File: config.mk
export PLATFORM = sky130hd
export DESIGN_NAME = glos_front
export DESIGN_NICKNAME = d
export VERILOG_FILES = /design/src/rtl/core/glos_pkg.sv /design/src/rtl/core/glos_front.sv
export SDC_FILE = /design/constraint.sdc
export NUM_CORES = 1
export LEC_CHECK = 0
export BUFFER_PORTS_ARGS = -buffer_cell sky130_fd_sc_hd__buf_4
export CAP_MARGIN = 5
export CELL_PAD_IN_SITES_DETAIL_PLACEMENT = 2
export CELL_PAD_IN_SITES_GLOBAL_PLACEMENT = 2
export CORE_UTILIZATION = 26
export DETAILED_ROUTE_END_ITERATION = 12
export PLACE_DENSITY_LB_ADDON = 0.1
export SETUP_SLACK_MARGIN = 0.15
export SLEW_MARGIN = 20
export SYNTH_ARGS = -nofsm -noshare
export SYNTH_HDL_FRONTEND = slang
export SYNTH_SLANG_ARGS = --single-unit
export TNS_END_PERCENT = 100
File: constraint.sdc
create_clock -name vclk -period 3.8
set_input_delay 0.19 -clock vclk [all_inputs]
set_output_delay 0.19 -clock vclk [all_outputs]
set_load 0.02 [all_outputs]
File: src/rtl/core/glos_pkg.sv
// Shared types and constants of the grid line-of-sight block.
// Used by every module under rtl/core; depends on nothing else.
`timescale 1ns / 1ps

package glos_pkg;

   localparam int COORD_W = 5;
   localparam int SIZE_W  = 6;
   localparam int LIM_W   = 9;
   localparam int ERR_W   = 9;

   localparam int MAX_X_DEF = 32;
   localparam int MAX_Y_DEF = 32;
   localparam int MAX_Z_DEF = 32;

   localparam int REQ_DATA_W = 32;
   localparam int REQ_USER_W = 1;
   localparam int RSP_DATA_W = 8;
   localparam int CSR_IDX_W  = 2;

   localparam logic [SIZE_W-1:0] X_SIZE_RST = 6'd32;
   localparam logic [SIZE_W-1:0] Y_SIZE_RST = 6'd32;
   localparam logic [SIZE_W-1:0] Z_SIZE_RST = 6'd1;

   localparam logic [CSR_IDX_W-1:0] CSR_X_SIZE = 2'd0;
   localparam logic [CSR_IDX_W-1:0] CSR_Y_SIZE = 2'd1;
   localparam logic [CSR_IDX_W-1:0] CSR_Z_SIZE = 2'd2;

   localparam logic MODE_WRITE = 1'b0;
   localparam logic MODE_QUERY = 1'b1;

   typedef logic [COORD_W-1:0] coord_type;

   typedef enum logic [1:0] {
      AXIS_X,
      AXIS_Y,
      AXIS_Z
   } axis_type;

   typedef struct packed {
      logic [SIZE_W-1:0] x_size;
      logic [SIZE_W-1:0] y_size;
      logic [SIZE_W-1:0] z_size;
   } cfg_type;

   // One classified transaction as held in the queue.
   typedef struct packed {
      logic      is_query;
      logic      blocked;
      logic      map_ok;
      coord_type x;
      coord_type y;
      coord_type z;
      coord_type da;
      coord_type db;
      coord_type dc;
      logic      dir_x;
      logic      dir_y;
      logic      dir_z;
      axis_type  axis;
   } cmd_type;

   typedef struct packed {
      logic full;
      logic empty;
   } q_stat_type;

endpackage

File: src/rtl/core/glos_front.sv
// Front end: accepts request transactions and classifies them into commands.
// Depends on glos_pkg.
`timescale 1ns / 1ps

module glos_front #(
   parameter int MAX_X = glos_pkg::MAX_X_DEF,
   parameter int MAX_Y = glos_pkg::MAX_Y_DEF,
   parameter int MAX_Z = glos_pkg::MAX_Z_DEF
) (
   input  logic                            req_tvalid,
   output logic                            req_tready,
   input  logic [glos_pkg::REQ_DATA_W-1:0] req_tdata,
   input  logic [glos_pkg::REQ_USER_W-1:0] req_tuser,
   input  glos_pkg::q_stat_type            q_stat,
   input  logic                            clearing,
   output logic                            push,
   output glos_pkg::cmd_type               cmd
);
   import glos_pkg::*;

   localparam logic [LIM_W-1:0] LIM_X = LIM_W'(MAX_X);
   localparam logic [LIM_W-1:0] LIM_Y = LIM_W'(MAX_Y);
   localparam logic [LIM_W-1:0] LIM_Z = LIM_W'(MAX_Z);

   coord_type sx, sy, sz, ex, ey, ez;
   coord_type dx, dy, dz;

   assign sx = req_tdata[4:0];
   assign sy = req_tdata[9:5];
   assign sz = req_tdata[14:10];
   assign ex = req_tdata[19:15];
   assign ey = req_tdata[24:20];
   assign ez = req_tdata[29:25];

   assign dx = (ex > sx) ? ex - sx : sx - ex;
   assign dy = (ey > sy) ? ey - sy : sy - ey;
   assign dz = (ez > sz) ? ez - sz : sz - ez;

   assign req_tready = !q_stat.full && !clearing;
   assign push       = req_tvalid && req_tready;

   always_comb begin
      cmd.is_query = (req_tuser[0] == MODE_QUERY);
      cmd.blocked  = req_tdata[30];
      cmd.map_ok   = ({4'b0, sx} < LIM_X) && ({4'b0, sy} < LIM_Y) && ({4'b0, sz} < LIM_Z);
      cmd.x        = sx;
      cmd.y        = sy;
      cmd.z        = sz;
      cmd.dir_x    = ex > sx;
      cmd.dir_y    = ey > sy;
      cmd.dir_z    = ez > sz;
      priority if (dx >= dy && dx >= dz) begin
         cmd.axis = AXIS_X;
         cmd.da   = dx;
         cmd.db   = dy;
         cmd.dc   = dz;
      end else if (dy >= dx && dy >= dz) begin
         cmd.axis = AXIS_Y;
         cmd.da   = dy;
         cmd.db   = dx;
         cmd.dc   = dz;
      end else begin
         cmd.axis = AXIS_Z;
         cmd.da   = dz;
         cmd.db   = dy;
         cmd.dc   = dx;
      end
   end

endmodule

# ---- Word level (Yosys, flattened, before mapping)
# Cells that the tools add are included.
dict set report op_classes {
  n_reduce_logical 6
  muxes 7
  n_addsub 6
  order_cmp 7
}
# operator n
set op_table {}
lappend op_table {{15-bit two-way mux} 2}
lappend op_table {{5-bit subtractor} 6}
lappend op_table {{5-bit greater-or-equal comparator} 4}
lappend op_table {{5-bit > comparator} 3}
lappend op_table {{5-bit two-way mux} 3}
lappend op_table {{1-bit logical AND} 4}
lappend op_table {{2-bit two-way mux} 2}
lappend op_table {{1-bit logical NOT} 2}
dict set report word_totals {
  word_cells 26
  reg_bits 0
  out_inout_bits 40
}

# ---- Logic depth before layout (Yosys ltp)
# Gate-level depths: netlist (run 1).
dict set report depth {
  depth_word 6
  ltp_mapped 20
}

# ---- Worst setup path after synthesis (run 1)
# OpenSTA, ideal clock, no wires.
dict set report synth_timing {
  path_type {in2out}
  start {input port req_tdata[2] in the netlist's numbering}
  end {output port cmd[5] in the netlist's numbering}
  path_stages 16
  n_path_buf 2
  required_time_ns 3.610
  t_arrival_ns 3.753
  setup_slack_ns -0.143
  cell_sequence {inv_1 > ha_1 > buf_2 > o211ai_1 > a21o_1 > a22o_1 > mux2_2 > a21oi_1 > xor2_1 > ha_1 > and3_1 > a311oi_1 > o211ai_4 > nor2b_4 > buf_6 > mux2i_1}
}
# item line
set synth_lines {}
lappend synth_lines {{start, declared} glos_front.sv:12} ;# input logic [glos_pkg::REQ_DATA_W-1:0] req_tdata,
lappend synth_lines {{end, declared} glos_front.sv:17} ;# output glos_pkg::cmd_type cmd

==> results of run 1 <==
## per-stage QoR
stage	cells	util
2_1_floorplan	242	-
3_3_place_gp	438	0.408
3_5_place_dp	438	0.408
4_1_cts	454	0.462
5_1_grt	473	0.532
6_report	473	0.532
## per-layer routing
metal,global-route usage,part of all wire,vias up
li1,-,-,1073
met1,0.242,0.41,1147
met2,0.380,0.54,63
met3,0.00280,0.028,16
met4,0.00587,0.020,0
met5,0,0,-
## cells in the final DEF (no fill, tap or decap), types with 5 or more instances in the layout
cell type,instances
nand2_1,6
xnor2_1,5
mux2i_2,7
a21oi_1,9
a21o_1,12
nor2_1,5
a21oi_2,8
ha_4,20
inv_1,33
mux2i_1,7
buf_6,21
fa_1,5
inv_2,10
ha_1,18
buf_4,124
inv_4,6
mux2i_4,6
## final cells by class
class | count | area, um2
Fill cell | 768 | 3370
Multi-Input combinational cell | 173 | 2230
Timing Repair Buffer | 152 | 1290
Inverter | 49 | 199
Tap cell | 99 | 124
## cell families after synthesis
logic type	count (synthesis)	synth area share
AOI/OAI and AO/OA	58	0.218
muxes	26	0.142
and+or+nand+nor	33	0.104
buffers and inverters	69	0.173
other	1	0.00193
xor gates and xnor gates	9	0.0407
adders and majority gates	46	0.320
## worst paths after layout
| kind | from | to | slack, ns | cells past startpoint |
|---|---|---|---|---|
| worst max-delay path | req_tdata[9] | cmd[7] | -0.08 | 20 |
| worst min-delay path | req_tdata[30] | cmd[36] | 0.38 | 0 |
## power by group
part	internal, mW	leakage (nW)	switching [mW]
sequential	0	0	0
clock	0	0	0
combinational	1.17	1.86	1.11
## repair_timing
item | CTS | global route
setup buffers | 16 | 19
endpoints found under the setup margin | 17 | 17
gates resized for setup | 51 | 72
pin swaps | 22 | 40
## worst max-delay path: cells and delay by family
kind	cells	cell delay, ns
adders and majority gates	2	0.58
AOI/OAI and AO/OA	9	1.57
xor gates and xnor gates	1	0.19
muxes	1	0.25
and+or+nand+nor	2	0.30
buffers and inverters	5	0.58
==> run metrics, run 1 <==
measured slew at the worst slew-check pin 0.670 ns; Area Overhead vs Synth 98.1%; status complete, but fails checks; seq_cells 0; Routed Antenna Nets 0; Fin. Hold Viols 0; Crit. End Element primary output; Syn Inst Count roughly 240; initial core utilization 0.269; Ports 77; Pleak 1.86 nW; area of the mapped netlist approximately 1900 um2; vias per inst a little under 5; Storage cell area 0 um2; Syn Nets between 300 and 400; first-pass GRT wire length 11800 um; die width just under 90 um; Antenna Cells 0; power density over cell area 595 nW/um2; Post-DP Area 2940 um2; FP Rows 31; routed vias 2299; Core ar. between 7000 and 8000 um2; final setup fails 6; Worst slew margin 0.552; DRT iter0 DRCs 22; CTS Hold Buffers Added 0; unrepaired setup endpoints after global routing true; count of cell types in the netlist 47; Die Height 88.3 um; synth top area cells ha_1, mux2i_1, inv_1; top cell type's share of synthesized area 0.258; Port Buffers 70; Seq/Total Area, Yosys 0; largest net degree at the start of global routing 10; worst stage delay on the critical path around 0.30 ns; gpl congestion ~0.75; Slowest-stage cell, CP ha_4; fin worst setup slack -0.0799 ns; WL final between 10000 and 15000 um; wire per inst around 22 um; CP Max Fanout 6; Clock Buffer Count 0; HP Class in2out; Global Route Usage Sum 0.192; total grt overflow 0; layout cells sized above 1 0.674; Peak VDD IR about 0.00023 V; Die Footprint between 7000 and 8000 um2; count leader, synth inv_1; total power draw ~2.3 mW; Synth Warn # 0; top post-synthesis cells by count inv_1, ha_1, mux2i_1, a21oi_1, buf_4; post-synth top area cell ha_1; Max Cap Viol 0; DP Worst Slack -0.169 ns; cells along the critical path buf_8 > inv_4 > ha_4 > nand3_4 > o21bai_4 > a21oi_4 > a211oi_2 > a31oi_1 > xnor2_1 > inv_1 > ha_4 > a21o_1 > a21o_1 > a21o_1 > o31ai_4 > o211ai_4 > nor2b_4 > buf_12 > mux2i_4 > buf_6; crit start category primary input; post-DP HPWL between 5000 and 6000 um; final slew viol count 0; vias in the first global route 2400; initial antenna violation count 0; WHS between 0.3 and 0.4 ns; failing checks negative setup slack; Net count, final roughly 460; period utilization 1.02; arrival time worst endpoint between 3 and 4 ns; Worst EP required about 3.6 ns; synthesized area per cell approximately 8 um2; Design Area, Final ~3800 um2; DRC violations left 0; Worst path most repeated cell a21o_1; DR pass1 iterations 6; Fmax ~260 MHz; Sum Neg Setup Slack -0.374 ns; critical path class in2out; post-route minimum period just under 4 ns
Power figures use the tool's default switching activity.
==> inputs of run 2 (changes only) <==
- ABC_AREA: unset -> 1
- CORE_UTILIZATION: 26 -> 24
==> run 2 against run 1 <==
Compared with the run above:
- power shrank 39%
- flip-flop and latch count is the same
- worst setup slack gained 0.46 ns
- first-iteration DRC count shrank 50%
- hold slack is essentially flat
- critical path type unchanged
- area after synthesis grew 5.0%
- the run now ends clean
- die area grew 13%
==> run metrics, run 2 <==
power density over cell area 528 nW/um2 (was 595 nW/um2); Routed Antenna Nets 0 (unchanged); post-synth top area cell ha_1 (unchanged); Die Height 94.1 um (was 88.3 um); Critical Path Source req_tdata[8] (was req_tdata[9]); count of cell types in the netlist 30 (was 47); Core ar. 8220 um2 (was 7210 um2); Syn Inst Count 314 (was 242); vias in the first global route 2157 (was 2400); hold_sp req_tuser (was req_tdata[30]); initial core utilization 0.248 (was 0.269); final slew viol count 0 (unchanged); total power draw 1.40 mW (was 2.29 mW); CP Max Fanout 9 (was 6); Area Overhead vs Synth 30.0% (was 98.1%); total grt overflow 0 (unchanged); arrival time worst endpoint 3.23 ns (was 3.69 ns); Global Route Usage Sum 0.135 (was 0.192); top post-synthesis cells by count inv_1, nand2_1, ha_1, nand3_1 (was inv_1, ha_1, mux2i_1, a21oi_1, buf_4); post-DP HPWL 5320 um (was 5610 um); Peak VDD IR 0.000168 V (was 0.000234 V); Synth Warn # 0 (unchanged); synthesized area per cell 6.48 um2 (was 8.01 um2); top cell type's share of synthesized area 0.246 (was 0.258); vias per inst 4.39 (was 4.86); FP Rows 33 (was 31); Pleak 1.58 nW (was 1.86 nW); Seq/Total Area, Yosys 0 (unchanged); HP Class in2out (unchanged); Antenna Cells 0 (unchanged); initial antenna violation count 0 (unchanged); Ports 77 (unchanged); CTS Hold Buffers Added 0 (unchanged); Port Buffers 70 (unchanged); area of the mapped netlist 2030 um2 (was 1940 um2); DRC violations left 0 (unchanged); count leader, synth inv_1 (unchanged); Fmax 292 MHz (was 258 MHz); DRT iter0 DRCs 11 (was 22); most common cell after layout, fill and taps aside buf_4 (unchanged); Die Footprint 8850 um2 (was 7800 um2); # fillers 1036 (was 768); Critical Path Sink cmd[16] (was cmd[7]); Fin. Hold Viols 0 (unchanged); largest net degree at the start of global routing 12 (was 10); Net count, final 456 (was 459); critical path class in2out (unchanged); unrepaired setup endpoints after global routing false (was true); first-pass GRT wire length 9800 um (was 11800 um); layout cells sized above 1 0.348 (was 0.674); crit start category primary input (unchanged); routed vias 2088 (was 2299); Storage cell area 0 um2 (unchanged); Worst EP required 3.61 ns (about the same); WL final 5820 um (was 10400 um); WHS 0.380 ns (about the same); post-route minimum period 3.42 ns (was 3.88 ns); period utilization 0.901 (was 1.02); Clock Buffer Count 0 (unchanged); DR pass1 iterations 2 (was 6); most frequent cells in the layout buf_4, inv_1, nand2_1 (was buf_4, inv_1, buf_6); Multi-input gate area 1650 um2 (was 2230 um2); final setup fails 0 (was 6); Sum Neg Setup Slack 0 ns (was -0.374 ns); gpl congestion 0.714 (was 0.746); Crit. End Element primary output (unchanged); wire per inst 12.2 um (was 22.0 um); synth top area cells ha_1, inv_1, nand2_1 (was ha_1, mux2i_1, inv_1); Max Cap Viol 0 (unchanged); Syn Nets 397 (was 325); status finished, final reports clean (was complete, but fails checks); die width 94.1 um (was 88.3 um); seq_cells 0 (unchanged)
run 2: per-stage QoR:
stage          setup WS, ns  utilization  area, um2  cells
2_1_floorplan         0.782            -       2030    314
3_3_place_gp          0.222        0.313       2570    474
3_5_place_dp          0.162        0.313       2570    474
4_1_cts               0.154        0.313       2570    474
5_1_grt               0.160        0.322       2650    476
6_report              0.377        0.322       2650    476
run 2: metal layers:
metal	vias up	share of wire	GRT usage
li1	1075	-	-
met1	973	0.46	0.168
met3	0	0.021	0.000809
met4	0	0	0
met5	-	0	0
met2	40	0.52	0.270
run 2: final cells by class:
cell class | instances | share of cell area
inverters | 75 | 0.107
multi-input cells | 219 | 0.624
repair buffers | 77 | 0.219
well taps | 105 | 0.0497
run 2: critical path, stage by stage:
cell and delay [ns]:
buf_4 0.12, inv_1 0.05, ha_2 0.31, nand2_1 0.10, inv_2 0.06, nand2_1 0.07, nand3_2 0.13, nand2_4 0.14
mux2i_2 0.25, xnor2_1 0.14, inv_1 0.14, ha_1 0.31, and3_2 0.24, nand3_1 0.08, nand2_1 0.06, inv_2 0.06
nand2_1 0.06, nand2_2 0.08, nand2_4 0.10, buf_4 0.19, nand3_1 0.07, nand3_1 0.09, buf_4 0.16
run 2: cell families after synthesis:
| kind of cell | synth area share |
|---|---|
| AND/OR/NAND/NOR | 0.320 |
| buffers and inverters | 0.217 |
| adder cells (fa/ha/maj) | 0.305 |
| AO/OA/AOI/OAI | 0.106 |
| XOR/XNOR | 0.0344 |
| multiplexers | 0.0148 |
| other | 0.00184 |
run 2: how the worst min path moves through the flow:
stage                     cells after the start  slack, ns          to
after floorplan                               1       0.45  req_tready
after global placement                        0       0.38     cmd[37]
after detailed placement                      0       0.38     cmd[37]
after CTS                                     0       0.38     cmd[37]
after global routing                          0       0.38     cmd[36]
final                                         0       0.38     cmd[37]
run 2: timing repair:
item / 4_1_cts / 5_1_grt
resized for setup: 0 / 14
endpoints found under the setup margin: 0 / 16
setup buffers: 0 / 2
run 2: power by group:
| part | switching (mW) | internal [mW] |
|---|---|---|
| Combinational | 0.850 | 0.548 |
| Clock | 0 | 0 |
| Sequential | 0 | 0 |
==> inputs of run 3 (changes only) <==
--- a/config.mk
+++ b/config.mk
@@ -11,4 +11,5 @@
 export CELL_PAD_IN_SITES_DETAIL_PLACEMENT = 2
 export CELL_PAD_IN_SITES_GLOBAL_PLACEMENT = 2
+export CORE_MARGIN = 2
 export CORE_UTILIZATION = 24
 export DETAILED_ROUTE_END_ITERATION = 12
==> constraint.sdc (replaced) <==
create_clock -name vclk -period 3.13
set_input_delay 0.7825 -clock vclk [all_inputs]
set_output_delay 0.7825 -clock vclk [all_outputs]
set_load 0.02 [all_outputs]
==> run 3 against run 2 <==
Compared with the run above:
- the flow now finishes with violations (negative setup slack)
- die area up 4.3%
- via count up 30%
- clock-buffer cell count unchanged
- non-clock buffer count up 93
- flip-flop and latch count unchanged
- power up 140%
- hold slack better by 1.2 ns
- largest cell class unchanged
==> run metrics, run 3 (synthesis results as in run 2) <==
status complete, but fails checks (was finished, final reports clean); failing checks negative setup slack; power density over cell area 772 nW/um2 (was 528 nW/um2); DP Worst Slack -1.40 ns (was 0.162 ns); DRC violations left 0 (unchanged); critical path class in2out (unchanged); Ports 77 (unchanged); Clock Buffer Count 0 (unchanged); CP Max Fanout 8 (was 9); FP Rows 33 (unchanged); CTS Hold Buffers Added 0 (unchanged); vias in the first global route 2713 (was 2157); metal3 WL 313 um (was 124 um); worst stage delay on the critical path 0.43 ns (was 0.31 ns); Routed Antenna Nets 0 (unchanged); first-pass GRT wire length 13400 um (was 9800 um); die width 96.1 um (was 94.1 um); most frequent cells in the layout buf_4, inv_1, nand2_2, nand2_1, buf_6 (was buf_4, inv_1, nand2_1); most common cell after layout, fill and taps aside buf_4 (unchanged); DR top layer met4 (was met3); period utilization 1.48; Net count, final 550 (was 456); cells along the critical path buf_4 > inv_1 > ha_1 > inv_1 > fa_1 > a21oi_1 > o21bai_1 > mux2i_1 > xor2_2 > buf_4 > ha_1 > inv_1 > o21bai_4 > nand2_8 > nand2_8 > buf_12 > o21ai_4 > buf_6 (was buf_4 > inv_1 > ha_2 > nand2_1 > inv_2 > nand2_1 > nand3_2 > nand2_4 > mux2i_2 > xnor2_1 > inv_1 > ha_1 > and3_2 > nand3_1 > nand2_1 > inv_2 > nand2_1 > nand2_2 > nand2_4 > buf_4 > nand3_1 > nand3_1 > buf_4); Port Buffers 70 (unchanged); sw power 1.78 mW (was 0.850 mW); Area Overhead vs Synth 112% (was 30.0%); post-route minimum period roughly 4.6 ns; Critical Path Sink cmd[8] (was cmd[16]); DRT iter0 DRCs 26 (was 11); vias per inst 4.76 (was 4.39); Fin. Hold Viols 0 (unchanged); DR pass1 iterations 4 (was 2); Net Sw Frac 0.534 (was 0.608); WL final 11900 um (was 5820 um); largest net degree at the start of global routing 11 (was 12); post-DP HPWL 6380 um (was 5320 um); met1 WL 4480 um (was 2690 um); Die Height 96.1 um (was 94.1 um); wire per inst 20.9 um (was 12.2 um); initial antenna violation count 0 (unchanged); layout cells sized above 1 0.695 (was 0.348); Core ar. 8220 um2 (unchanged); final slew viol count 0 (unchanged); Peak VDD IR 0.000290 V (was 0.000168 V); Global Route Usage Sum 0.180 (was 0.135); Clock power frac 0 (about the same); Fmax 216 MHz; Crit. End Element primary output (unchanged); CP top delay family buffers and inverters (was simple AND/OR/NAND/NOR gates); gpl congestion 0.801 (was 0.714); Gate power share 1.000 (about the same); Met2 Wirelength 6710 um (was 3010 um); Int Pwr 1.55 mW (was 0.548 mW); arrival time worst endpoint 3.85 ns (was 3.23 ns); Flop pwr share 0 (about the same); crit path buf inv count 7 (unchanged); routed vias 2711 (was 2088); Antenna Cells 0 (unchanged); unrepaired setup endpoints after global routing true (was false); WHS 1.57 ns (was 0.380 ns); Pleak 2.21 nW (was 1.58 nW); Storage cell area 0 um2 (unchanged); Sum Neg Setup Slack -24.23 ns (was 0 ns); Worst path most repeated cell inv_1 (was nand2_1); utilization after layout 0.526 (was 0.322); final setup fails 17 (was 0); initial core utilization 0.248 (unchanged); Worst EP required 2.35 ns (was 3.61 ns); Max Cap Viol 0 (unchanged); crit start category primary input (unchanged); total grt overflow 0 (unchanged); HP Class in2out (unchanged); seq_cells 0 (unchanged); Slowest-stage cell, CP fa_1 (was ha_2); Critical Path Source req_tdata[10] (was req_tdata[8]); Crit path depth 18 (was 23); fin worst setup slack -1.50 ns (was 0.377 ns); Die Footprint 9230 um2 (was 8850 um2)
[run 3: cell count changes in the layout (fill, tap and decap cells not counted), sizes merged]
cell / previous run / this run
clkinv: 0 / 1
buf: 77 / 170
[run 3: power by group through the flow]
stage          logic, mW  registers, mW  clock network, mW
2_1_floorplan       1.40              0                  0
3_3_place_gp        2.21              0                  0
3_5_place_dp        2.27              0                  0
4_1_cts             2.72              0                  0
5_1_grt             3.55              0                  0
6_report            3.34              0                  0
[run 3: metrics by stage]
stage | instance area [um2] | cells | power (mW)
finish | 4320 | 570 | 3.34
global placement | 3370 | 540 | 2.21
detailed placement | 3370 | 540 | 2.27
CTS | 3800 | 553 | 2.72
global route | 4320 | 570 | 3.55
floorplan | 2300 | 314 | 1.40
[run 3: worst min path at each step]
stage	to	cells after the start	startpoint	slack, ns
detailed placement	cmd[36]	0	req_tdata[30]	1.57
CTS	cmd[36]	0	req_tdata[30]	1.57
finish	cmd[37]	0	req_tuser	1.57
global placement	cmd[36]	0	req_tdata[30]	1.57
floorplan	req_tready	1	q_stat[1]	1.64
global route	cmd[37]	0	req_tuser	1.57
[run 3: metal layers]
layer  GRT usage  up-vias
met4      0.0190        0
met3     0.00157       27
li1            -     1266
met1       0.218     1349
met5           0        -
met2       0.361       69
[run 3: layout make-up]
class	instances	area, um2
fill	887	3890
multi-input combinational	219	2370
timing repair buffer	170	1490
inverter	75	324
tap	105	131
timing repair inverter	1	11.3
[run 3: repair_timing]
item                                    CTS  global route
gates cloned                              1             1
pin swaps                                40            46
hold endpoints to repair                  0             0
buffers inserted                         12            16
endpoints found under the setup margin   17            17
gates resized for setup                  78            80
