--- src/rtl/core/glos_pkg.sv ---
// Shared types and constants of the grid line-of-sight block.
// Used by every module under rtl/core; depends on nothing else.
`timescale 1ns / 1ps

package glos_pkg;

   localparam int COORD_W = 5;
   localparam int SIZE_W  = 6;
   localparam int LIM_W   = 9;
   localparam int ERR_W   = 9;

   localparam int MAX_X_DEF = 32;
   localparam int MAX_Y_DEF = 32;
   localparam int MAX_Z_DEF = 32;

   localparam int REQ_DATA_W = 32;
   localparam int REQ_USER_W = 1;
   localparam int RSP_DATA_W = 8;
   localparam int CSR_IDX_W  = 2;

   localparam logic [SIZE_W-1:0] X_SIZE_RST = 6'd32;
   localparam logic [SIZE_W-1:0] Y_SIZE_RST = 6'd32;
   localparam logic [SIZE_W-1:0] Z_SIZE_RST = 6'd1;

   localparam logic [CSR_IDX_W-1:0] CSR_X_SIZE = 2'd0;
   localparam logic [CSR_IDX_W-1:0] CSR_Y_SIZE = 2'd1;
   localparam logic [CSR_IDX_W-1:0] CSR_Z_SIZE = 2'd2;

   localparam logic MODE_WRITE = 1'b0;
   localparam logic MODE_QUERY = 1'b1;

   typedef logic [COORD_W-1:0] coord_type;

   typedef enum logic [1:0] {
      AXIS_X,
      AXIS_Y,
      AXIS_Z
   } axis_type;

   typedef struct packed {
      logic [SIZE_W-1:0] x_size;
      logic [SIZE_W-1:0] y_size;
      logic [SIZE_W-1:0] z_size;
   } cfg_type;

   // One classified transaction as held in the queue.
   typedef struct packed {
      logic      is_query;
      logic      blocked;
      logic      map_ok;
      coord_type x;
      coord_type y;
      coord_type z;
      coord_type da;
      coord_type db;
      coord_type dc;
      logic      dir_x;
      logic      dir_y;
      logic      dir_z;
      axis_type  axis;
   } cmd_type;

   typedef struct packed {
      logic full;
      logic empty;
   } q_stat_type;

endpackage

--- src/rtl/core/glos_queue.sv ---
// Two-entry command queue between the front end and the walk engine.
// Depends on glos_pkg.
`timescale 1ns / 1ps

module glos_queue (
   input  logic                 clock,
   input  logic                 reset,
   input  logic                 push,
   input  glos_pkg::cmd_type    cmd_in,
   input  logic                 pop,
   output glos_pkg::cmd_type    cmd_out,
   output glos_pkg::q_stat_type q_stat
);
   import glos_pkg::*;

   cmd_type    entry_ff [2];
   logic       wr_ptr_ff, wr_ptr_in;
   logic       rd_ptr_ff, rd_ptr_in;
   logic [1:0] count_ff, count_in;

   assign q_stat.full  = (count_ff == 2'd2);
   assign q_stat.empty = (count_ff == 2'd0);
   assign cmd_out      = entry_ff[rd_ptr_ff];

   always_comb begin
      wr_ptr_in = push ? !wr_ptr_ff : wr_ptr_ff;
      rd_ptr_in = pop ? !rd_ptr_ff : rd_ptr_ff;
      count_in  = count_ff + {1'b0, push} - {1'b0, pop};
   end

   always_ff @(posedge clock) begin
      if (reset) begin
         wr_ptr_ff <= 1'b0;
         rd_ptr_ff <= 1'b0;
         count_ff  <= 2'd0;
      end else begin
         wr_ptr_ff <= wr_ptr_in;
         rd_ptr_ff <= rd_ptr_in;
         count_ff  <= count_in;
      end
   end

   always_ff @(posedge clock) begin
      if (push) begin
         entry_ff[wr_ptr_ff] <= cmd_in;
      end
   end

endmodule

--- config.mk ---
export PLATFORM = sky130hd
export DESIGN_NAME = glos_queue
export DESIGN_NICKNAME = d
export VERILOG_FILES = /design/src/rtl/core/glos_pkg.sv /design/src/rtl/core/glos_queue.sv
export SDC_FILE = /design/constraint.sdc
export NUM_CORES = 1
export LEC_CHECK = 0
export BUFFER_PORTS_ARGS = -buffer_cell sky130_fd_sc_hd__buf_2
export CAP_MARGIN = 20
export CORE_ASPECT_RATIO = 1.1
export CORE_MARGIN = 2
export CORE_UTILIZATION = 50
export CTS_CLUSTER_SIZE = 14
export DETAILED_ROUTE_END_ITERATION = 10
export HOLD_SLACK_MARGIN = 0.05
export PLACE_DENSITY = 0.77
export SETUP_SLACK_MARGIN = 0.15
export SYNTH_ARGS = -nofsm -noshare
export SYNTH_HDL_FRONTEND = slang
export SYNTH_SLANG_ARGS = --single-unit
--- constraint.sdc ---
create_clock -name clock -period 5 [get_ports clock]
set_input_delay 0.25 -clock clock [delete_from_list [all_inputs] [get_ports clock]]
set_output_delay 0.25 -clock clock [all_outputs]
set_load 0.05 [all_outputs]
* After elaboration in Yosys (flattened, before gate mapping) *
Memories as Yosys holds them, arrays and structs flattened. A register that Yosys moved wholly into a read port is not among the register bits.
Index checks and enable logic that the tools add are counted.

storage, ports and cells
  flip-flop bits (word level) = 4
  bits in writable memories = 76
  input port bits = 42
  output and inout port bits = 40
  logic and storage cells = 14
  memories = 1

cells by class
  add/subtract/negate cells = 2
  equal/unequal tests = 1
  mux-type cells = 4
  reductions and logical operators = 3

memories
  name      words  width  rd ports  clocked after memory_dff  wr ports  RTL line          RTL
  entry_ff  2      38     1         1                         1         glos_queue.sv:16  cmd_type entry_ff [2];

operators with widths
  kind                                  count
  2-to-1 mux 1 bit                      4
  adder 2 x 1 -> 2 bit                  1
  == test 2 bit, second input constant  1
  logical NOT 1 bit                     2
  logical NOT 2 bit                     1
  subtractor 2 x 1 -> 2 bit             1

* Depth between registers and ports, before layout *
Gate-level depths: netlist (run 1).

  depth in word-level cells = 3
  gate-level depth with buffers = 6
  depth with buffers taken out = 6

* Least setup slack after synthesis (run 1) *
OpenSTA, ideal clock, no wires.

  path type = register to register
  from = reg wr_ptr_ff
  to = mem entry_ff[0][0] (netlist name) (enable)
  setup time = 0.438 ns
  arrival time = 2.031 ns
  required time = 4.562 ns
  slack = 2.531 ns
  stages on the path, launching flop included = 2
  buffers on the path = 0
  period minus slack after synthesis = 2.469 ns
  cells stage by stage = dfxtp_1 > nor2b_1

RTL lines
  element                 RTL line          RTL
  start, declared         glos_queue.sv:17  logic wr_ptr_ff, wr_ptr_in;
  start signal, assigned  glos_queue.sv:37  wr_ptr_ff <= wr_ptr_in;
  end, declared           glos_queue.sv:16

No word-level cell before the write port.

==> reports/summary.txt, run 1 <==
Synthesized Nets: 183
number of design-rule violations left by the first detailed-router iteration: 60
number of H-tree branching levels: 3
P_int: 1.069 mW
Post-Synthesis Mean Instance Area: 21.87 µm²
die height: 85.79 µm
total iterations of the first detailed-routing run: 4
critical path required time: 4.75 ns
netlist area before placement: 3040 µm²
cell type contributing the most total cell area after synthesis: edfxtp_1
family of cells with the greatest summed delay on the critical path: buffers and inverters
via count of the first global-routing pass: 1464
Antenna Violating Nets Remaining: 0
initial cell density of the core: 0.5237
GRT Util Overall: 0.1420
register share of total power: 0.535
Worst Hold Class: primary input to register
overall via count from detail_route: 1510
longest individual stage delay on the worst path: 0.44 ns
pin count of the biggest net entering global routing: 39
number of slew-limit violations in the final report: 0
Max transition margin: 0.3819
placer's final routability congestion estimate: 0.6795
sink count of the clock tree: 81
CP Class: register to output pin
Final TNS setup: 0 ns
clock tree from TritonCTS: yes
root buffer selected by CTS: clkbuf_8
share of the synthesized area in the top cell type: 0.7506
die width: 78.35 µm
total buffers and inverters traversed by the critical path: 2
highest achievable clock rate: 0.5289 GHz
synthesized instance count: 139
wire length of the first global-routing pass: 6941 µm
result of the run: finished clean
Final Hold Vio Count: 0
I/O pin total: 82
NetSw: 436.3 µW
slew at the pin closest to its max-slew limit: 0.9271 ns
sort of element at the start of the critical path: register
Setup Viol. Count Final: 0
routed via count divided by cell count: 4.855
Power per Cell Area: 405.0 nW/µm²
final instance count without filler cells: 311
final global-route overflow total: 0
number of buffers added by the clock tree synthesis step: 9
cell total after placement: 293
VDD IR-drop max: 0.2256 mV
fraction of final layout cells sized beyond drive strength 1: 0.5855
average detailed-routed wire length per instance: 15.10 µm
initial antenna violation count: 0
buffers inserted by post-CTS timing repair: 0
area growth from synthesis to layout: 22.26%
clock latency of the later-clocked register in the worst-skew pair: 0.34 ns
cell chain of the critical path: buf_12 > mux2_2 > buf_2
Slowest cell on crit path: dfxtp_2
final layout net count: 273
most frequent cells in the layout: 81 x buf_2, 76 x edfxtp_1, 20 x mux2_4, 18 x mux2_2, 9 x clkbuf_8
number of max-capacitance violations reported: 0
maximum clock skew at final layout: 0.01026 ns
post-cts hold buffer count: 0
CP max FO: 32
commonest non-fill, non-tap cell in the layout: buf_2
number of port buffers: 81
proportion of power drawn by combinational gates: 0.203
maximum clock path buffer count: 2
Std-Cell Rows: 29
Min Clock Period, post-route: 1.891 ns
capturing element type of the critical path: output pin
Unique masters post-synth: 13
# diodes: 0
Die ar.: 6721 µm²
setup repair after global routing missed its margin: false
total number of yosys warnings: 0
fin crit share: 0.3782
Pleak: 1.452 nW
arrival time at the worst endpoint: 1.64 ns
remaining routing DRC violations: 0
top cells by area in the synthesized netlist: edfxtp_1 75%, mux2_4 9.9%, mux2_2 6.7%
register bit total from synthesis: 81
share of total power in the clock network: 0.262
Detail Placement HPWL: 2998 µm
sum of routed wire length over all layers: 4696 µm
number of resized instances in the post-cts repair step: 0
floorplan core area: 5806 µm²
fraction of power spent switching nets: 0.2898
share of the yosys chip area belonging to registers: 0.7835
clock input transition at the sequential cells of the worst setup and hold paths: 0.08 ns
## per-stage QoR
step           power [mW]  worst slack [ns]  hold slack, ns    util  cell area (µm²)
2_1_floorplan       1.058             2.531          0.3216       -             3040
3_3_place_gp        1.119             3.020          0.4383  0.6052             3513
3_5_place_dp        1.125             3.024          0.4414  0.6052             3513
4_1_cts             1.516             2.662         0.07979  0.6334             3677
5_1_grt             1.562             3.041         0.08002  0.6403             3717
6_report            1.506             3.109         0.09618  0.6403             3717
## synth_stat cells
cell,n
ha_1,2
nor2_1,5
xnor3_1,1
nor2b_1,3
buf_6,3
and2_1,1
edfxtp_1,76
inv_1,2
xnor2_1,2
dfxtp_1,5
buf_2,1
mux2_2,18
mux2_4,20
## area by class of cell
cell class	count	area, µm²
clock inverters	5	32.53
inverters	2	7.507
repair buffers	83	445.4
fillers	437	2088
clock buffers	11	131.4
multi-input cells	52	620.6
flip-flops and latches	81	2384
well taps	77	96.34
## final timing paths
path,start,depth (start not counted),endpoint,slack [ns]
worst max-delay path,register,3,cmd_out[3],3.11
worst max register to register,wr_ptr_ff,1,entry_ff[1][30],3.41
worst min-delay path,cmd_in[25],1,entry_ff[1][25],0.1
worst min register to register,rd_ptr_ff,2,rd_ptr_ff,0.52
## routing by layer
layer / wire length (µm) / vias to the layer above / GRT usage
li1: - / 715 / -
met1: 1811 / 735 / 0.1600
met2: 2512 / 47 / 0.2375
met3: 205 / 13 / 0.03263
met4: 167 / 0 / 0.1037
met5: 0 / - / 0
## kinds of logic (layout without fill, tap and decap cells)
family | count (synthesis) | after routing | synth area share
flops | 81 | 81 | 0.7835
mux | 38 | 38 | 0.1654
simple gates | 9 | 9 | 0.01441
buf+inv | 6 | 101 | 0.01522
xor+xnor | 3 | 3 | 0.01317
fa+ha+maj | 2 | 2 | 0.008229
## sequential cells by signal, indices dropped and copies added, names as in the netlist, named ones only
signal,flops
count_ff,2
rd_ptr_ff,1
entry_ff,76
wr_ptr_ff,1
## power groups by stage
stage	logic, mW	registers, mW	clock network, mW
global placement	0.288	0.831	0
global route	0.320	0.809	0.433
CTS	0.291	0.819	0.406
floorplan	0.242	0.816	0
detailed placement	0.291	0.834	0
finish	0.305	0.805	0.395
Note: power is estimated with default switching activity, not from simulation.
==> run 2: changes to the inputs <==
--- a/config.mk
+++ b/config.mk
@@ -5,6 +5,7 @@
 export SDC_FILE = /design/constraint.sdc
 export NUM_CORES = 1
 export LEC_CHECK = 0
+export ABC_AREA = 1
 export BUFFER_PORTS_ARGS = -buffer_cell sky130_fd_sc_hd__buf_2
 export CAP_MARGIN = 20
 export CORE_ASPECT_RATIO = 1.1
==> constraint.sdc (replaced) <==
create_clock -name clock -period 1.9 [get_ports clock]
set_input_delay 0.095 -clock clock [delete_from_list [all_inputs] [get_ports clock]]
set_output_delay 0.095 -clock clock [all_outputs]
set_load 0.05 [all_outputs]
==> reports/summary.txt, run 2 <==
result of the run: finished clean
Final TNS setup: 0 ns (unchanged)
arrival time at the worst endpoint: 1.51 ns (-0.13 ns)
Detail Placement HPWL: 3337 µm (+11%)
netlist area before placement: 3048 µm² (+0.25%)
share of the synthesized area in the top cell type: 0.7488 (-0.001849)
fraction of power spent switching nets: 0.2672 (-0.02261)
flip-flop cell with the highest count after synthesis: edfxtp_1
P_int: 2.949 mW (+180%)
initial antenna violation count: 0 (unchanged)
area after detailed placement: 3570 µm² (+1.6%)
root buffer selected by CTS: clkbuf_8
final global-route overflow total: 0 (unchanged)
Post-Synthesis Mean Instance Area: 20.46 µm² (-6.5%)
final cell area excluding filler cells: 4149 µm² (+12%)
initial cell density of the core: 0.5217 (-0.001968)
I/O pin total: 82 (unchanged)
average detailed-routed wire length per instance: 14.09 µm (-6.7%)
number of slew-limit violations in the final report: 0 (unchanged)
Reg area: 2384 µm² (unchanged)
worst hold margin: 0.06693 ns (-0.02925 ns)
pin count of the biggest net entering global routing: 39 (unchanged)
buffers inserted by post-CTS timing repair: 0 (unchanged)
cell type contributing the most total cell area after synthesis: edfxtp_1
Synthesized Nets: 193 (+5.5%)
Pleak: 1.661 nW (+14%)
Top reg by flops: entry_ff
number of inserted filler cells in the final layout: 398 (-8.9%)
sort of element at the start of the critical path: register
# diodes: 0 (unchanged)
setup repair after global routing missed its margin: false
number of buffers added by the clock tree synthesis step: 9 (unchanged)
register bit total from synthesis: 81 (unchanged)
NetSw: 1.075 mW (+150%)
wire length of the first global-routing pass: 7852 µm (+13%)
maximum clock skew at final layout: 0.004038 ns (-0.006221 ns)
VDD IR-drop max: 0.7540 mV (+230%)
number of resized instances in the post-cts repair step: 0 (unchanged)
total iterations of the first detailed-routing run: 4 (unchanged)
sum of routed wire length over all layers: 5127 µm (+9.2%)
routed via count divided by cell count: 4.640 (-4.4%)
die width: 78.44 µm (+0.11%)
slew at the pin closest to its max-slew limit: 0.2844 ns (-0.6427 ns)
capturing element type of the critical path: output pin
highest achievable clock rate: 0.6217 GHz
Min Clock Period, post-route: 1.609 ns
async set or reset register ratio after synthesis: 0 (unchanged)
Max transition margin: 0.8104 (+0.4285)
top flop regs: entry_ff (76), count_ff (2)
commonest non-fill, non-tap cell in the layout: buf_2
maximum clock path buffer count: 2 (unchanged)
number of port buffers: 81 (unchanged)
register share of total power: 0.520 (-0.015)
fraction of final layout cells sized beyond drive strength 1: 0.4808 (-0.1046)
share of the yosys chip area belonging to registers: 0.7816 (-0.001930)
most frequent cells after synthesis: 76 x edfxtp_1, 20 x mux2_4, 18 x mux2_2, 8 x inv_1, 8 x nor2_1
total power: 4.024 mW (+170%)
Unique masters post-synth: 14 (+1)
Setup Viol. Count Final: 0 (unchanged)
number of max-capacitance violations reported: 0 (unchanged)
post-cts hold buffer count: 40 (+40)
Power per Cell Area: 970.0 nW/µm² (+140%)
Antenna Violating Nets Remaining: 0 (unchanged)
fin crit share: 0.8466
via count of the first global-routing pass: 1746 (+19%)
top cells by area in the synthesized netlist: edfxtp_1 75%, mux2_4 9.9%, mux2_2 6.7%
number of H-tree branching levels: 3 (unchanged)
CP max FO: 38 (+19%)
synthesized instance count: 149 (+7.2%)
number of design-rule violations left by the first detailed-router iteration: 64 (+6.7%)
share of total power in the clock network: 0.281 (+0.019)
GRT Util Overall: 0.1583 (+0.01631)
total number of yosys warnings: 0 (unchanged)
Worst Hold Class: primary input to register
most used standard cell by instance count after synthesis: edfxtp_1
CP Class: register to output pin
clock latency of the later-clocked register in the worst-skew pair: 0.33 ns (about the same)
proportion of power drawn by combinational gates: 0.200 (-0.003)
final layout net count: 326 (+19%)
floorplan core area: 5842 µm² (+0.62%)
remaining routing DRC violations: 0 (unchanged)
area growth from synthesis to layout: 36.12%
number of flip-flops under the largest register name: 76 (unchanged)
critical path required time: 1.80 ns (-2.95 ns)
worst-case register-to-register setup slack: 0.72 ns (-2.69 ns)
overall via count from detail_route: 1689 (+12%)
Std-Cell Rows: 29 (unchanged)
most frequent cells in the layout: 81 x buf_2, 76 x edfxtp_1, 40 x dlygate4sd3_1, 20 x mux2_4, 18 x mux2_2
Post-synth EDFFs: 76 (unchanged)
area occupied by multi-input gates: 604.3 µm² (-2.6%)
placer's final routability congestion estimate: 0.7015 (+3.2%)
sink count of the clock tree: 81 (unchanged)
Final Hold Vio Count: 0 (unchanged)
clock tree from TritonCTS: yes
die height: 85.89 µm (+0.12%)
Die ar.: 6737 µm² (+0.23%)
clock input transition at the sequential cells of the worst setup and hold paths: 0.07 ns (about the same)
[run 2: worst paths after layout]
kind	end	start	cells past startpoint
worst max-delay path	cmd_out[10]	register	3
worst max register to register	count_ff[1]	count_ff[0]	6
worst min-delay path	wr_ptr_ff	push	3
worst min register to register	rd_ptr_ff	rd_ptr_ff	2
[run 2: logic make-up after synthesis]
kind of cell	Yosys count	synth area share
xor gates and xnor gates	1	0.002874
buffers and inverters	12	0.02258
AOI/OAI and AO/OA	1	0.001640
muxes	38	0.1650
adders and majority gates	2	0.008209
and+or+nand+nor	14	0.01806
DFF	81	0.7816
[run 2: power by group through the flow]
stage / Clock, mW / Combinational [mW] / Sequential (mW)
after global placement: 0 / 0.739 / 2.12
after global routing: 1.22 / 0.851 / 2.10
after detailed placement: 0 / 0.746 / 2.13
final: 1.13 / 0.804 / 2.09
after CTS: 1.17 / 0.810 / 2.09
after floorplan: 0 / 0.578 / 2.12
[run 2: area by class of cell]
cell class                 instances  area share
multi-input combinational         56      0.1457
inverter                           8    0.007238
clock inverter                     4     0.01055
timing repair buffer             126      0.2063
tap                               77     0.02322
sequential                        81      0.5745
clock buffer                      12     0.03257
[run 2: routing by layer]
metal,vias up,global-route usage,wire length [µm]
met3,7,0.04105,321
met5,-,0,0
met2,54,0.2861,2728
li1,829,-,-
met1,799,0.1768,2019
met4,0,0.06858,57
[run 2: worst max-delay path, stage by stage, from the launching register on]
cell	delay, ns
dfxtp_2	0.34
buf_12	0.25
mux2_2	0.37
buf_2	0.21
[run 2: metrics by stage]
| stage | worst slack [ns] | util | instances |
|---|---|---|---|
| after floorplan | 0.1645 | - | 149 |
| after global placement | 0.6295 | 0.6111 | 308 |
| after CTS | 0.2623 | 0.7102 | 364 |
| final | 0.2915 | 0.7102 | 364 |
| after detailed placement | 0.6283 | 0.6111 | 308 |
| after global routing | 0.2165 | 0.7102 | 364 |
==> run 3: changes to the inputs <==
--- a/config.mk
+++ b/config.mk
@@ -5,7 +5,7 @@
 export SDC_FILE = /design/constraint.sdc
 export NUM_CORES = 1
 export LEC_CHECK = 0
-export ABC_AREA = 1
+export ABC_AREA = 0
 export BUFFER_PORTS_ARGS = -buffer_cell sky130_fd_sc_hd__buf_2
 export CAP_MARGIN = 20
 export CORE_ASPECT_RATIO = 1.1
==> constraint.sdc (replaced) <==
create_clock -name clock -period 1.5 [get_ports clock]
set_input_delay 0.075 -clock clock [delete_from_list [all_inputs] [get_ports clock]]
set_output_delay 0.075 -clock clock [all_outputs]
set_load 0.05 [all_outputs]
==> reports/summary.txt, run 3 (synthesis gave the netlist of run 1 again) <==
number of H-tree branching levels: 3 (unchanged)
setup repair after global routing missed its margin: true
Max transition margin: 0.8143 (+0.003906)
Pleak: 1.898 nW (+14%)
clock latency of the later-clocked register in the worst-skew pair: 0.34 ns (about the same)
average detailed-routed wire length per instance: 16.49 µm (+17%)
number of flip-flops under the largest register name: 76 (unchanged)
via count of the first global-routing pass: 1877 (+7.5%)
result of the run: finished with violations
Slowest cell on crit path: dfxtp_4
number of design-rule violations left by the first detailed-router iteration: 39 (-39%)
number of slew-limit violations in the final report: 0 (unchanged)
area occupied by multi-input gates: 684.4 µm² (+13%)
worst-case register-to-register setup slack: 0.28 ns (-0.44 ns)
family of cells with the greatest summed delay on the critical path: flip-flops
GRT Util Overall: 0.1920 (+0.03364)
area after detailed placement: 3583 µm² (+0.39%)
cell total after placement: 299 (-2.9%)
startpoint of the most critical hold path: pop
Final Hold Vio Count: 0 (unchanged)
# diodes: 0 (unchanged)
Detail Placement HPWL: 3246 µm (-2.7%)
initial cell density of the core: 0.5237 (+0.001968)
I/O pin total: 82 (unchanged)
Die ar.: 6721 µm² (-0.23%)
final instance count without filler cells: 363 (-0.27%)
sink count of the clock tree: 81 (unchanged)
final global-route overflow total: 0 (unchanged)
Reg area: 2387 µm² (+0.16%)
most frequent cells in the layout: 76 x edfxtp_1, 43 x buf_2, 42 x dlygate4sd3_1, 37 x mux2_4, 24 x buf_6
cell chain of the critical path: buf_12 > buf_16 > mux2_4 > buf_6
longest individual stage delay on the worst path: 0.41 ns (+0.04 ns)
wire length of the first global-routing pass: 9232 µm (+18%)
overall via count from detail_route: 1722 (+2.0%)
VDD IR-drop max: 0.9155 mV (+21%)
Reg2Reg Launch Point: rd_ptr_ff
Worst Hold Class: primary input to register
pin count of the biggest net entering global routing: 23 (-41%)
die width: 78.35 µm (-0.11%)
pre-CTS setup slack: 0.1256 ns (-0.5027 ns)
endpoint with the worst hold slack: count_ff[1]
highest achievable clock rate: 0.6487 GHz
Min Clock Period, post-route: 1.542 ns
Power per Cell Area: 1199 nW/µm² (+24%)
slew at the pin closest to its max-slew limit: 0.2786 ns (-0.005859 ns)
Antenna Violating Nets Remaining: 0 (unchanged)
failing checks: negative setup slack
maximum clock path buffer count: 2 (unchanged)
total buffers and inverters traversed by the critical path: 3 (+1)
number of inserted filler cells in the final layout: 312 (-22%)
sort of element at the start of the critical path: register
final layout net count: 326 (unchanged)
maximum clock skew at final layout: 0.003531 ns (-0.0005072 ns)
fraction of final layout cells sized beyond drive strength 1: 0.5210 (+0.04014)
root buffer selected by CTS: clkbuf_8
total iterations of the first detailed-routing run: 4 (unchanged)
Setup Viol. Count Final: 27 (+27)
Hold Crit Depth: 4 (+1)
Std-Cell Rows: 29 (unchanged)
count of cells along the worst register-to-register path: 3 (-3)
die height: 85.79 µm (-0.12%)
placer's final routability congestion estimate: 0.7043 (+0.40%)
CP max FO: 6 (-84%)
commonest non-fill, non-tap cell in the layout: edfxtp_1
clock tree from TritonCTS: yes
area growth from synthesis to layout: 54.44%
clock input transition at the sequential cells of the worst setup and hold paths: 0.07 ns (about the same)
Final Worst Setup Slack: -0.04165 ns (-0.3331 ns)
critical path required time: 1.42 ns (-0.38 ns)
remaining routing DRC violations: 0 (unchanged)
number of port buffers: 81 (unchanged)
CP Class: register to output pin
number of max-capacitance violations reported: 0 (unchanged)
final cell area excluding filler cells: 4696 µm² (+13%)
top flop regs: entry_ff (76), count_ff (2)
fin crit share: 1.028
number of buffers added by the clock tree synthesis step: 9 (unchanged)
capturing element type of the critical path: output pin
sum of routed wire length over all layers: 5987 µm (+17%)
arrival time at the worst endpoint: 1.47 ns (-0.04 ns)
floorplan core area: 5806 µm² (-0.62%)
Top reg by flops: entry_ff
total power: 5.629 mW (+40%)
routed via count divided by cell count: 4.744 (+2.2%)
initial antenna violation count: 0 (unchanged)
==> run 3: layout make-up <==
| type | instances | share of cell area |
|---|---|---|
| Multi-Input combinational cell | 52 | 0.1458 |
| Inverter | 2 | 0.001599 |
| Clock inverter | 4 | 0.009592 |
| Clock buffer | 11 | 0.02798 |
| Sequential cell | 81 | 0.5084 |
| Timing Repair Buffer | 136 | 0.2862 |
| Tap cell | 77 | 0.02052 |
==> run 3: power by group <==
group	switching, mW	leakage [nW]	internal, mW
clock	0.708	0.0929	0.753
sequential	0.0556	0.756	2.63
combinational	0.782	1.05	0.697
==> run 3: layer usage <==
| layer | routed length, µm | vias to the layer above | part of all wire | GRT usage |
|---|---|---|---|---|
| li1 | - | 821 | - | - |
| met1 | 2277 | 848 | 0.38 | 0.2048 |
| met5 | 0 | - | 0 | 0 |
| met4 | 109 | 0 | 0.018 | 0.07177 |
| met3 | 195 | 10 | 0.033 | 0.04842 |
| met2 | 3405 | 43 | 0.57 | 0.3636 |
==> run 3: tightest hold or removal path: stages <==
cell,delay [ns]
buf_2,0.09
ha_1,0.14
xnor3_1,0.21
nor2_1,0.04
==> run 3: worst max-delay path by stage <==
| stage | startpoint | to | slack (ns) | cells after the start |
|---|---|---|---|---|
| 2_1_floorplan | wr_ptr_ff | entry_ff[1][0] | 0.15 | 1 |
| 3_3_place_gp | count_ff[0] | count_ff[1] | 0.19 | 6 |
| 3_5_place_dp | count_ff[0] | count_ff[1] | 0.13 | 6 |
| 4_1_cts | register | cmd_out[22] | -0.05 | 4 |
| 5_1_grt | register | cmd_out[22] | -0.09 | 4 |
| 6_report | register | cmd_out[29] | -0.04 | 4 |
==> run 3: repair_timing <==
action | CTS | global route
setup endpoints to repair | 39 | 39
pin swaps | 0 | 1
resized for setup | 110 | 7
endpoints found under the hold margin | 81 | 0
hold buffers | 42 | 0
setup buffers | 4 | 0
gates cloned | 3 | 0
==> run 3: per-stage QoR <==
stage	hold slack [ns]	setup TNS (ns)	util
after floorplan	0.1466	0	-
after global placement	0.2628	0	0.6172
after detailed placement	0.2674	0	0.6172
after CTS	0.1611	-0.9613	0.8043
after global routing	0.2619	-2.201	0.8088
final	0.2476	-0.7995	0.8088
